--- src/rtl/core/copm_pkg.sv ---
// Types, codes and the arrow cursor ROM for the cursor overlay unit.
package copm_pkg;

   localparam int unsigned DataW      = 32;
   localparam int unsigned CoordW     = 12;
   localparam int unsigned IndexW     = 8;
   localparam int unsigned RgbW       = 24;
   localparam int unsigned DistW      = 20;
   localparam int unsigned CsrIndexW  = 3;
   localparam int unsigned CursorCols = 12;
   localparam int unsigned CursorRows = 21;

   localparam logic [DistW-1:0]  DistStart       = 20'd1000000;
   localparam logic [IndexW-1:0] WhiteIndexReset = 8'd15;
   localparam logic [DataW-1:0]  TrueWhiteReset  = 32'h00FF_FFFF;

   // Request kinds
   localparam logic CmdPixel   = 1'b0;
   localparam logic CmdPalette = 1'b1;

   // Pixel depth codes; the unused code behaves as 32-bit
   localparam logic [1:0] Depth8  = 2'd0;
   localparam logic [1:0] Depth16 = 2'd1;
   localparam logic [1:0] Depth32 = 2'd2;

   // Register indexes on the csr port
   localparam logic [CsrIndexW-1:0] RegCursorLeft = 3'd0;
   localparam logic [CsrIndexW-1:0] RegCursorTop  = 3'd1;
   localparam logic [CsrIndexW-1:0] RegDepthMode  = 3'd2;
   localparam logic [CsrIndexW-1:0] RegTrueWhite  = 3'd3;
   localparam logic [CsrIndexW-1:0] RegTrueBlack  = 3'd4;

   // Cursor codes
   localparam logic [1:0] CodeClear = 2'd0;

   typedef struct packed {
      logic              command;
      logic [CoordW-1:0] pixel_col;
      logic [CoordW-1:0] pixel_row;
      logic [DataW-1:0]  background;
      logic [IndexW-1:0] entry_index;
      logic [RgbW-1:0]   entry_rgb;
   } req_item_type;

   // One arrow row, column c in bits 2c+1:2c (leftmost column at the right)
   function automatic logic [2*CursorCols-1:0] arrow_row(input logic [4:0] row);
      logic [2*CursorCols-1:0] bits;
      bits = '0;
      case (row)
         5'd0:  bits = 24'b00_00_00_00_00_00_00_00_00_00_00_10;
         5'd1:  bits = 24'b00_00_00_00_00_00_00_00_00_00_10_10;
         5'd2:  bits = 24'b00_00_00_00_00_00_00_00_00_10_01_10;
         5'd3:  bits = 24'b00_00_00_00_00_00_00_00_10_01_01_10;
         5'd4:  bits = 24'b00_00_00_00_00_00_00_10_01_01_01_10;
         5'd5:  bits = 24'b00_00_00_00_00_00_10_01_01_01_01_10;
         5'd6:  bits = 24'b00_00_00_00_00_10_01_01_01_01_01_10;
         5'd7:  bits = 24'b00_00_00_00_10_01_01_01_01_01_01_10;
         5'd8:  bits = 24'b00_00_00_10_01_01_01_01_01_01_01_10;
         5'd9:  bits = 24'b00_00_10_01_01_01_01_01_01_01_01_10;
         5'd10: bits = 24'b00_10_01_01_01_01_01_01_01_01_01_10;
         5'd11: bits = 24'b10_10_10_10_10_01_01_01_01_01_01_10;
         5'd12: bits = 24'b00_00_00_00_10_01_01_10_01_01_01_10;
         5'd13: bits = 24'b00_00_00_00_10_01_01_10_10_01_01_10;
         5'd14: bits = 24'b00_00_00_10_01_01_10_00_00_10_01_10;
         5'd15: bits = 24'b00_00_00_10_01_01_10_00_00_00_10_10;
         5'd16: bits = 24'b00_00_10_01_01_10_00_00_00_00_00_10;
         5'd17: bits = 24'b00_00_10_01_01_10_00_00_00_00_00_00;
         5'd18: bits = 24'b00_10_01_01_10_00_00_00_00_00_00_00;
         5'd19: bits = 24'b00_10_01_01_10_00_00_00_00_00_00_00;
         5'd20: bits = 24'b00_00_10_10_00_00_00_00_00_00_00_00;
         default: bits = '0;
      endcase
      return bits;
   endfunction

   // Square of an 8-bit channel difference
   function automatic logic [15:0] square8(input logic [7:0] value);
      return 16'(value) * 16'(value);
   endfunction

endpackage

--- src/rtl/core/cursor_overlay_with_palette_match_unit.sv ---
// Top level: arrow cursor overlay on a pixel stream with palette nearest-color search.
//
//   channel  direction  handshake           payload
//   req      in         req_valid/req_stall command, pixel_col, pixel_row, background,
//                                           entry_index, entry_rgb
//   rsp      out        rsp_valid/rsp_stall pixel_out, cursor_hit (pixel requests only)
//   csr      in         csr_write           csr_index, csr_data
//
// One request per clock while req_stall is low; a pixel response is valid once it has
// passed the input register and then the result register.
// Both stages are single registers: input register, then result register; the
// cursor lookup and the palette distance compare sit between them.
// In 8-bit depth mode, palette requests update the search state as they leave the input register.
// Reset is synchronous; there is no clearing pass.
// A stalled response blocks only a pixel request held in the input register; palette requests there drain.
module cursor_overlay_with_palette_match_unit
   import copm_pkg::*;
(
   input  logic                 clock,
   input  logic                 reset,
   input  logic                 req_valid,
   output logic                 req_stall,
   input  logic                 req_command,
   input  logic [CoordW-1:0]    req_pixel_col,
   input  logic [CoordW-1:0]    req_pixel_row,
   input  logic [DataW-1:0]     req_background,
   input  logic [IndexW-1:0]    req_entry_index,
   input  logic [RgbW-1:0]      req_entry_rgb,
   output logic                 rsp_valid,
   input  logic                 rsp_stall,
   output logic [DataW-1:0]     rsp_pixel_out,
   output logic                 rsp_cursor_hit,
   input  logic                 csr_write,
   input  logic [CsrIndexW-1:0] csr_index,
   input  logic [DataW-1:0]     csr_data
);

   // Configuration registers
   logic [CoordW-1:0] cursor_left_ff;
   logic [CoordW-1:0] cursor_top_ff;
   logic [1:0]        depth_mode_ff;
   logic [DataW-1:0]  true_white_ff;
   logic [DataW-1:0]  true_black_ff;

   // Palette search state
   logic [IndexW-1:0] white_index_ff, white_index_in;
   logic [IndexW-1:0] black_index_ff, black_index_in;
   logic [DistW-1:0]  best_white_ff, best_white_in;
   logic [DistW-1:0]  best_black_ff, best_black_in;

   // Pipeline registers
   logic              s1_valid_ff, s1_valid_in;
   req_item_type      s1_item_ff;
   logic              rsp_valid_ff, rsp_valid_in;
   logic [DataW-1:0]  rsp_pixel_ff, rsp_pixel_in;
   logic              rsp_hit_ff, rsp_hit_in;

   logic              s1_is_pixel;
   logic              out_free;
   logic              s1_advance;
   logic              req_accept;
   logic              search_update;

   logic [CoordW:0]   dx_full;
   logic [CoordW:0]   dy_full;
   logic              in_window;
   logic [2*CursorCols-1:0] row_bits;
   logic [1:0]        code;
   logic [DataW-1:0]  white_pix;
   logic [DataW-1:0]  black_pix;
   logic [DataW-1:0]  pix_mask;
   logic [DataW-1:0]  pix_raw;

   logic [7:0]        red, green, blue;
   logic [DistW-1:0]  dist_white;
   logic [DistW-1:0]  dist_black;
   logic [DistW-1:0]  base_white;
   logic [DistW-1:0]  base_black;

   // Handshake: a palette request leaves stage 1 without needing the result register
   assign s1_is_pixel = (s1_item_ff.command == CmdPixel);
   assign out_free    = !rsp_valid_ff || !rsp_stall;
   assign s1_advance  = s1_valid_ff && (!s1_is_pixel || out_free);
   assign req_stall   = s1_valid_ff && !s1_advance;
   assign req_accept  = req_valid && !req_stall;

   assign s1_valid_in  = req_accept || (s1_valid_ff && !s1_advance);
   assign rsp_valid_in = (s1_advance && s1_is_pixel) || (rsp_valid_ff && rsp_stall);

   // Locate the pixel inside the cursor window; no wrap at the screen edge
   always_comb begin
      dx_full   = {1'b0, s1_item_ff.pixel_col} - {1'b0, cursor_left_ff};
      dy_full   = {1'b0, s1_item_ff.pixel_row} - {1'b0, cursor_top_ff};
      in_window = !dx_full[CoordW] && !dy_full[CoordW]
                  && (dx_full[CoordW-1:0] < CoordW'(CursorCols))
                  && (dy_full[CoordW-1:0] < CoordW'(CursorRows));
      row_bits  = arrow_row(dy_full[4:0]);
      code      = in_window ? row_bits[{dx_full[3:0], 1'b0} +: 2] : CodeClear;
   end

   // Pick colors and mask for the current depth
   always_comb begin
      case (depth_mode_ff)
         Depth8: begin
            white_pix = DataW'(white_index_ff);
            black_pix = DataW'(black_index_ff);
            pix_mask  = 32'h0000_00FF;
         end
         Depth16: begin
            white_pix = true_white_ff;
            black_pix = true_black_ff;
            pix_mask  = 32'h0000_FFFF;
         end
         default: begin
            white_pix = true_white_ff;
            black_pix = true_black_ff;
            pix_mask  = 32'hFFFF_FFFF;
         end
      endcase
   end

   // Overlay: low code bit draws white, else high bit draws black
   always_comb begin
      rsp_hit_in = 1'b1;
      pix_raw    = s1_item_ff.background;
      if (code[0]) begin
         pix_raw = white_pix;
      end else if (code[1]) begin
         pix_raw = black_pix;
      end else begin
         rsp_hit_in = 1'b0;
      end
      rsp_pixel_in = pix_raw & pix_mask;
   end

   // Squared RGB distance to white and to black
   always_comb begin
      red        = s1_item_ff.entry_rgb[7:0];
      green      = s1_item_ff.entry_rgb[15:8];
      blue       = s1_item_ff.entry_rgb[23:16];
      dist_white = DistW'(square8(~red)) + DistW'(square8(~green))
                   + DistW'(square8(~blue));
      dist_black = DistW'(square8(red)) + DistW'(square8(green)) + DistW'(square8(blue));
   end

   // Running search; entry zero restarts it, strict less-than keeps the first minimum
   assign search_update = s1_advance && !s1_is_pixel && (depth_mode_ff == Depth8);

   always_comb begin
      base_white     = (s1_item_ff.entry_index == '0) ? DistStart : best_white_ff;
      base_black     = (s1_item_ff.entry_index == '0) ? DistStart : best_black_ff;
      best_white_in  = base_white;
      white_index_in = white_index_ff;
      best_black_in  = base_black;
      black_index_in = black_index_ff;
      if (dist_white < base_white) begin
         best_white_in  = dist_white;
         white_index_in = s1_item_ff.entry_index;
      end
      if (dist_black < base_black) begin
         best_black_in  = dist_black;
         black_index_in = s1_item_ff.entry_index;
      end
   end

   // Control and search state
   always_ff @(posedge clock) begin
      if (reset) begin
         s1_valid_ff    <= 1'b0;
         rsp_valid_ff   <= 1'b0;
         white_index_ff <= WhiteIndexReset;
         black_index_ff <= '0;
         best_white_ff  <= DistStart;
         best_black_ff  <= DistStart;
      end else begin
         s1_valid_ff  <= s1_valid_in;
         rsp_valid_ff <= rsp_valid_in;
         if (search_update) begin
            white_index_ff <= white_index_in;
            black_index_ff <= black_index_in;
            best_white_ff  <= best_white_in;
            best_black_ff  <= best_black_in;
         end
      end
   end

   // Configuration writes
   always_ff @(posedge clock) begin
      if (reset) begin
         cursor_left_ff <= '0;
         cursor_top_ff  <= '0;
         depth_mode_ff  <= Depth8;
         true_white_ff  <= TrueWhiteReset;
         true_black_ff  <= '0;
      end else if (csr_write) begin
         unique case (csr_index)
            RegCursorLeft: cursor_left_ff <= csr_data[CoordW-1:0];
            RegCursorTop:  cursor_top_ff  <= csr_data[CoordW-1:0];
            RegDepthMode:  depth_mode_ff  <= csr_data[1:0];
            RegTrueWhite:  true_white_ff  <= csr_data;
            RegTrueBlack:  true_black_ff  <= csr_data;
            default: ;
         endcase
      end
   end

   // Payload registers
   always_ff @(posedge clock) begin
      if (req_accept) begin
         s1_item_ff <= '{command:     req_command,
                         pixel_col:   req_pixel_col,
                         pixel_row:   req_pixel_row,
                         background:  req_background,
                         entry_index: req_entry_index,
                         entry_rgb:   req_entry_rgb};
      end
      if (s1_advance && s1_is_pixel) begin
         rsp_pixel_ff <= rsp_pixel_in;
         rsp_hit_ff   <= rsp_hit_in;
      end
   end

   assign rsp_valid      = rsp_valid_ff;
   assign rsp_pixel_out  = rsp_pixel_ff;
   assign rsp_cursor_hit = rsp_hit_ff;

endmodule

--- config.mk ---
export PLATFORM = sky130hd
export DESIGN_NAME = cursor_overlay_with_palette_match_unit
export DESIGN_NICKNAME = d
export VERILOG_FILES = /design/src/rtl/core/copm_pkg.sv /design/src/rtl/core/cursor_overlay_with_palette_match_unit.sv
export SDC_FILE = /design/constraint.sdc
export NUM_CORES = 1
export LEC_CHECK = 0
export ABC_AREA = 1
export BUFFER_PORTS_ARGS = -buffer_cell sky130_fd_sc_hd__buf_2
export CAP_MARGIN = 10
export CORE_MARGIN = 3
export CORE_UTILIZATION = 64
export CTS_BUF_LIST = sky130_fd_sc_hd__clkbuf_8
export DETAILED_ROUTE_END_ITERATION = 8
export GPL_TIMING_DRIVEN = 0
export HOLD_SLACK_MARGIN = 0.02
export PLACE_DENSITY = 0.84
export SLEW_MARGIN = 20
export SYNTH_ARGS = -nofsm -noshare
export SYNTH_HDL_FRONTEND = slang
export SYNTH_SLANG_ARGS = --single-unit
--- constraint.sdc ---
create_clock -name clock -period 10.08 [get_ports clock]
set_input_delay 2.016 -clock clock [delete_from_list [all_inputs] [get_ports clock]]
set_output_delay 2.016 -clock clock [all_outputs]
set_load 0.05 [all_outputs]
After elaboration in Yosys (flattened, before gate mapping)
Memory sizes are Yosys's and may differ from the RTL's.
Cells that the tools add are included.
{"block": "word_totals", "latch_bits": 0, "out_inout_bits": 35, "mem_bits_ro": 672, "register_bits": 270, "wordCells": 88, "mem_count": 1, "ram_bits": 0}
{"name": "(name not given)", "words": 32, "width": 21, "read_ports": 1, "rd_clocked_by_memory_dff": 0, "write_ports": 0, "line_no": "copm_pkg.sv:49", "source": "case (row)"}
{"block": "op_classes", "eq_ne": 5, "shift": 1, "magnitude_cmp": 4, "bitwise": 5, "muxes": 11, "n_mul": 6, "reduce_logical": 30, "addsub": 6, "div": 0}
{"operator": "$mux W32", "count": 4}
{"operator": "$mul A8 B8 Y16", "count": 6}
{"operator": "$mux W20", "count": 4}
{"operator": "$pmux W32 S2", "count": 1}
{"operator": "$lt A18 B20 Y1", "count": 2}
{"operator": "$add A17 B16 Y18", "count": 2}
{"operator": "$add A16 B16 Y17", "count": 2}
{"operator": "$and A32 B32 Y32", "count": 1}
{"operator": "$sub A12 B12 Y13", "count": 2}
{"operator": "$not A8 Y8", "count": 3}
{"operator": "$shiftx A24 B6 Y2", "count": 1}
{"operator": "$reduce_and A2 Y1", "count": 7}
{"operator": "$lt A12 B4 Y1 const B", "count": 1}
{"operator": "$lt A12 B5 Y1 const B", "count": 1}
{"operator": "$logic_and A1 B1 Y1", "count": 10}
{"operator": "$logic_not A8 Y1", "count": 1}
{"operator": "$eq A3 B2 Y1 const B", "count": 2}
{"operator": "$logic_not A1 Y1", "count": 6}
{"operator": "$logic_or A1 B1 Y1", "count": 4}
{"operator": "$eq A3 B1 Y1 const B", "count": 1}
{"operator": "$eq A3 B3 Y1 const B", "count": 1}
{"operator": "$logic_not A3 Y1", "count": 1}
{"operator": "$eq A2 B1 Y1 const B", "count": 1}
{"operator": "$logic_not A2 Y1", "count": 1}
{"operator": "other kinds (3)", "count": 3}

Longest topological paths before layout
{"block": "depth", "word_depth": 9, "depth_mapped": 39, "mapped_depth_nobuf": 38}

Least setup slack after synthesis
OpenSTA, ideal clock, no wires.
{"block": "synth_path", "path_kind": "reg-to-reg", "start": "register s1_item_ff (netlist bit blue[0])", "end": "register black_index_ff[5]", "t_arrival_ns": 7.566, "required_time_ns": 10.010, "path_buffers": 3, "period_less_slack_ns": 7.636, "slack_ns": 2.444, "stages_incl_launch_ff": 36, "path_cell_list": "edfxtp_1 clkbuf_1 clkbuf_1 nand2_1 fa_1 fa_1 fa_1 inv_1 fa_1 fa_1 fa_1 inv_1 fa_1 inv_1 ha_1 a21oi_1 nand2_1 nand2_1 nand2_1 a21oi_1 o21ai_0 nand3_1 nand3_1 nand2_1 inv_1 ha_1 a21oi_1 nor3_1 a211oi_1 o22ai_1 nor2_1 nand2_1 nor2_1 buf_2 o21ai_0 a21oi_1"}
{"block": "synth_via", "elab_chain_len": 4}
{"item": "start, declared", "line_no": "cursor_overlay_with_palette_match_unit.sv:53", "source": "req_item_type s1_item_ff;"}
{"item": "start signal, assigned", "line_no": "cursor_overlay_with_palette_match_unit.sv:210", "source": "s1_item_ff <= '{command: req_command,"}
{"item": "$mul A8 B8 Y16", "line_no": "copm_pkg.sv:78", "source": "return 16'(value) * 16'(value);"}
{"item": "$add A17 B16 Y18", "line_no": "cursor_overlay_with_palette_match_unit.sv:143", "source": "dist_black = DistW'(square8(red)) + DistW'(square8(green)) + DistW'(square8(blue));"}
{"item": "$lt A18 B20 Y1", "line_no": "cursor_overlay_with_palette_match_unit.sv:160", "source": "if (dist_black < base_black) begin"}
{"item": "$reduce_and A2 Y1 (no source line)"}
{"item": "end signal, assigned", "line_no": "cursor_overlay_with_palette_match_unit.sv:180", "source": "black_index_ff <= black_index_in;"}
{"item": "end, declared", "line_no": "cursor_overlay_with_palette_match_unit.sv:47", "source": "logic [IndexW-1:0] black_index_ff, black_index_in;"}
Every way passes these cells.
A chain may end at the register's enable or synchronous reset.

Final worst setup path
{"block": "layout_path", "start": "register s1_item_ff (netlist bit blue[0])", "end": "register black_index_ff[6]"}
Same word-level chain as after synthesis.

==> out/metrics.cfg <==
[setup_path]
critPathKind = reg -> reg
rr_worst_depth = 36
regToRegEndpoint = black_index_ff[6]
required_ns = 10.65
cpMaxStageDelayCell = fa_1
r2r-start = blue[0]
r2r_slack_ns = 0.62
slowest_delay_ns = 0.56
crit_arrival_ns = 10.02
cpLargestDelayFamily = adder cells
critPathMaxFanout = 10
path_buf_inv = 7
start_kind = flop
critPathMostFrequentCell = nand2_1
end_kind = flop

[clock_network]
cts_tree = done
cts.repair.resized = 0
clock-root-buffer = clkbuf_8
postCtsSetupBuffers = 0
cts_buffers = 47
holdBufCountCts = 0
cts_sinks = 270
clk_pin_slew_ns = 0.06
clockBufferDepth = 3
worstSkewPairLatency_ns = 0.67
h-tree-depth = 2

[die]
rows = 71
dieArea_mm2 = 0.0410
io_pins = 164
start_util = 0.652
core_area_mm2 = 0.0378
die_h_um = 202
die_x_um = 202

[finish]
n_antenna_cell = 0
multi_input_area_mm2 = 0.0150
fin_util = 0.724
fillers = 2930
syn_to_final_growth_pct = 10.9
nNetsFinal = 3895
layout-drive-gt1-share = 0.0912
final_cells = 3824
final-seq-area_mm2 = 0.00663

[run_status]
status = complete, no violations

[sta]
skew_ns = 0.0433
finalCritPeriodShare = 0.938
setup_viol = 0
layout_min_cycle_time_ns = 9.46
rsz0062_at_grt = no
hold_viol = 0
tns_ns = 0
tightest_slew_ns = 0.999
fmax_mhz = 106
slew_violations = 0
maxSlewHeadroom = 0.332

[synth]
synth_area_leader_cell = fa_1
ys.flop_type = dfxtp_1
synth_area_mm2 = 0.0247
synth-async-reset-ratio = 0
synth_commonest_cells = inv_1, nand2_1, fa_1
synth.avg_cell_area_um2 = 8.08
synth.most_common_cell = inv_1
synthesis.nets = 3678
netlist.area_leader.share = 0.216
ys_types = 47
yosysSeqAreaShare = 0.268
ys_ff_latch = 270
synth_edf_count = 122
ys_warn_count = 0
yosys-top-cells-area = fa_1, edfxtp_1, dfxtp_1
synthCells = 3057

[route]
drc = 0
routed_wl_um = 67400
vias = 21142
ant_nets = 0
wl_per_cell_um = 17.6
dr.pass1.iters = 6
drt_first_iter_violations = 1767
vias_per_cell = 5.53

[place]
dp.cells = 3736
portBuffers = 163
routabilityCongestion = 0.945
place_hpwl_um = 53200

[global_routing]
track_usage = 0.335
grt_pass1_wl_um = 109000
grt_start_max_net_pins = 30
grt_pass1_vias = 22068
antenna_found_initial = 0
overflow = 0

[worst_hold_path]
worstHoldStart = true_black_ff[30]
holdPathStages = 2
min_path_type = reg -> reg
hold_end = true_black_ff[30]

[job]
drv_cap = 0

[how the worst max path moves through the flow]
stage / start / endpoint / slack, ns / cells after the start
2_1_floorplan: blue[0] / black_index_ff[5] / 2.44 / 35
3_3_place_gp: red[6] / black_index_ff[5] / 1.0 / 34
3_5_place_dp: red[6] / black_index_ff[6] / 0.67 / 34
6_report: blue[0] / black_index_ff[6] / 0.62 / 36
5_1_grt: blue[0] / black_index_ff[6] / 0.08 / 36
4_1_cts: red[6] / black_index_ff[6] / 0.58 / 34
[worst min-delay path: cells and delay by family, from the launching register on]
kind / cells / cell delay (ns)
flops: 1 / 0.30
buf+inv: 1 / 0.06
compound gates: 1 / 0.05
[registers in the layout, summed over array words and instances, names as in the netlist]
name and cells:
depth_mode_ff 2, rsp_pixel_out 32, best_white_ff 20, true_white_ff 32, white_index_ff 8, true_black_ff 32
black_index_ff 8, blue 8, red 8, s1_item_ff 65, cursor_left_ff 12, green 8
rsp_cursor_hit 1, rsp_valid 1, s1_valid_ff 1, cursor_top_ff 12, best_black_ff 20
[cell usage in the layout (no fill, tap or decap), types with 8 or more instances in the layout]
cell / instances
o21ai_1: 14
nand3_1: 119
dfxtp_1: 148
o21ai_0: 147
nand3b_1: 8
buf_2: 175
xnor2_1: 16
clkbuf_8: 58
xor2_1: 24
nand2_1: 587
ha_1: 225
or2_2: 15
nor3_1: 13
a21oi_1: 196
clkbuf_1: 85
inv_1: 689
nand4_1: 43
fa_1: 267
nor2_1: 260
o211ai_1: 10
edfxtp_1: 122
[stage by stage]
| stage | instance area, um2 | setup WS (ns) | hold slack (ns) |
|---|---|---|---|
| 6_report | 27400 | 0.624 | 0.461 |
| 5_1_grt | 27400 | 0.0780 | 0.474 |
| 4_1_cts | 27400 | 0.577 | 0.455 |
| 3_5_place_dp | 26300 | 0.675 | 0.443 |
| 3_3_place_gp | 26100 | 0.999 | 0.437 |
| 2_1_floorplan | 24700 | 2.44 | 0.424 |
[routing by layer]
metal  vias to the layer above  track usage  share of wire  routed length (um)
met1                     10055        0.407           0.38               25300
met2                       957        0.580           0.49               33200
met5                         -            0              0                   0
met3                       248       0.0543          0.077                5210
met4                         0        0.171          0.055                3720
li1                       9882            -              -                   -
[cells by family after synthesis]
group | share of synthesized area
buffers and inverters | 0.123
adders and majority gates | 0.330
AOI/OAI and AO/OA | 0.0839
and+or+nand+nor | 0.178
xor gates and xnor gates | 0.0155
DFF | 0.268
[layout make-up]
class,instances,area share
flip-flops and latches,270,0.242
clock inverters,30,0.0108
repair buffers,168,0.0343
clock buffers,58,0.0292
multi-input cells,1989,0.549
inverters,688,0.0944
well taps,511,0.0233
plain buffers,110,0.0170
Power is left out: the tool's default activity adds up to more than one toggle a clock period on the data nets, which glitch-free logic cannot reach.
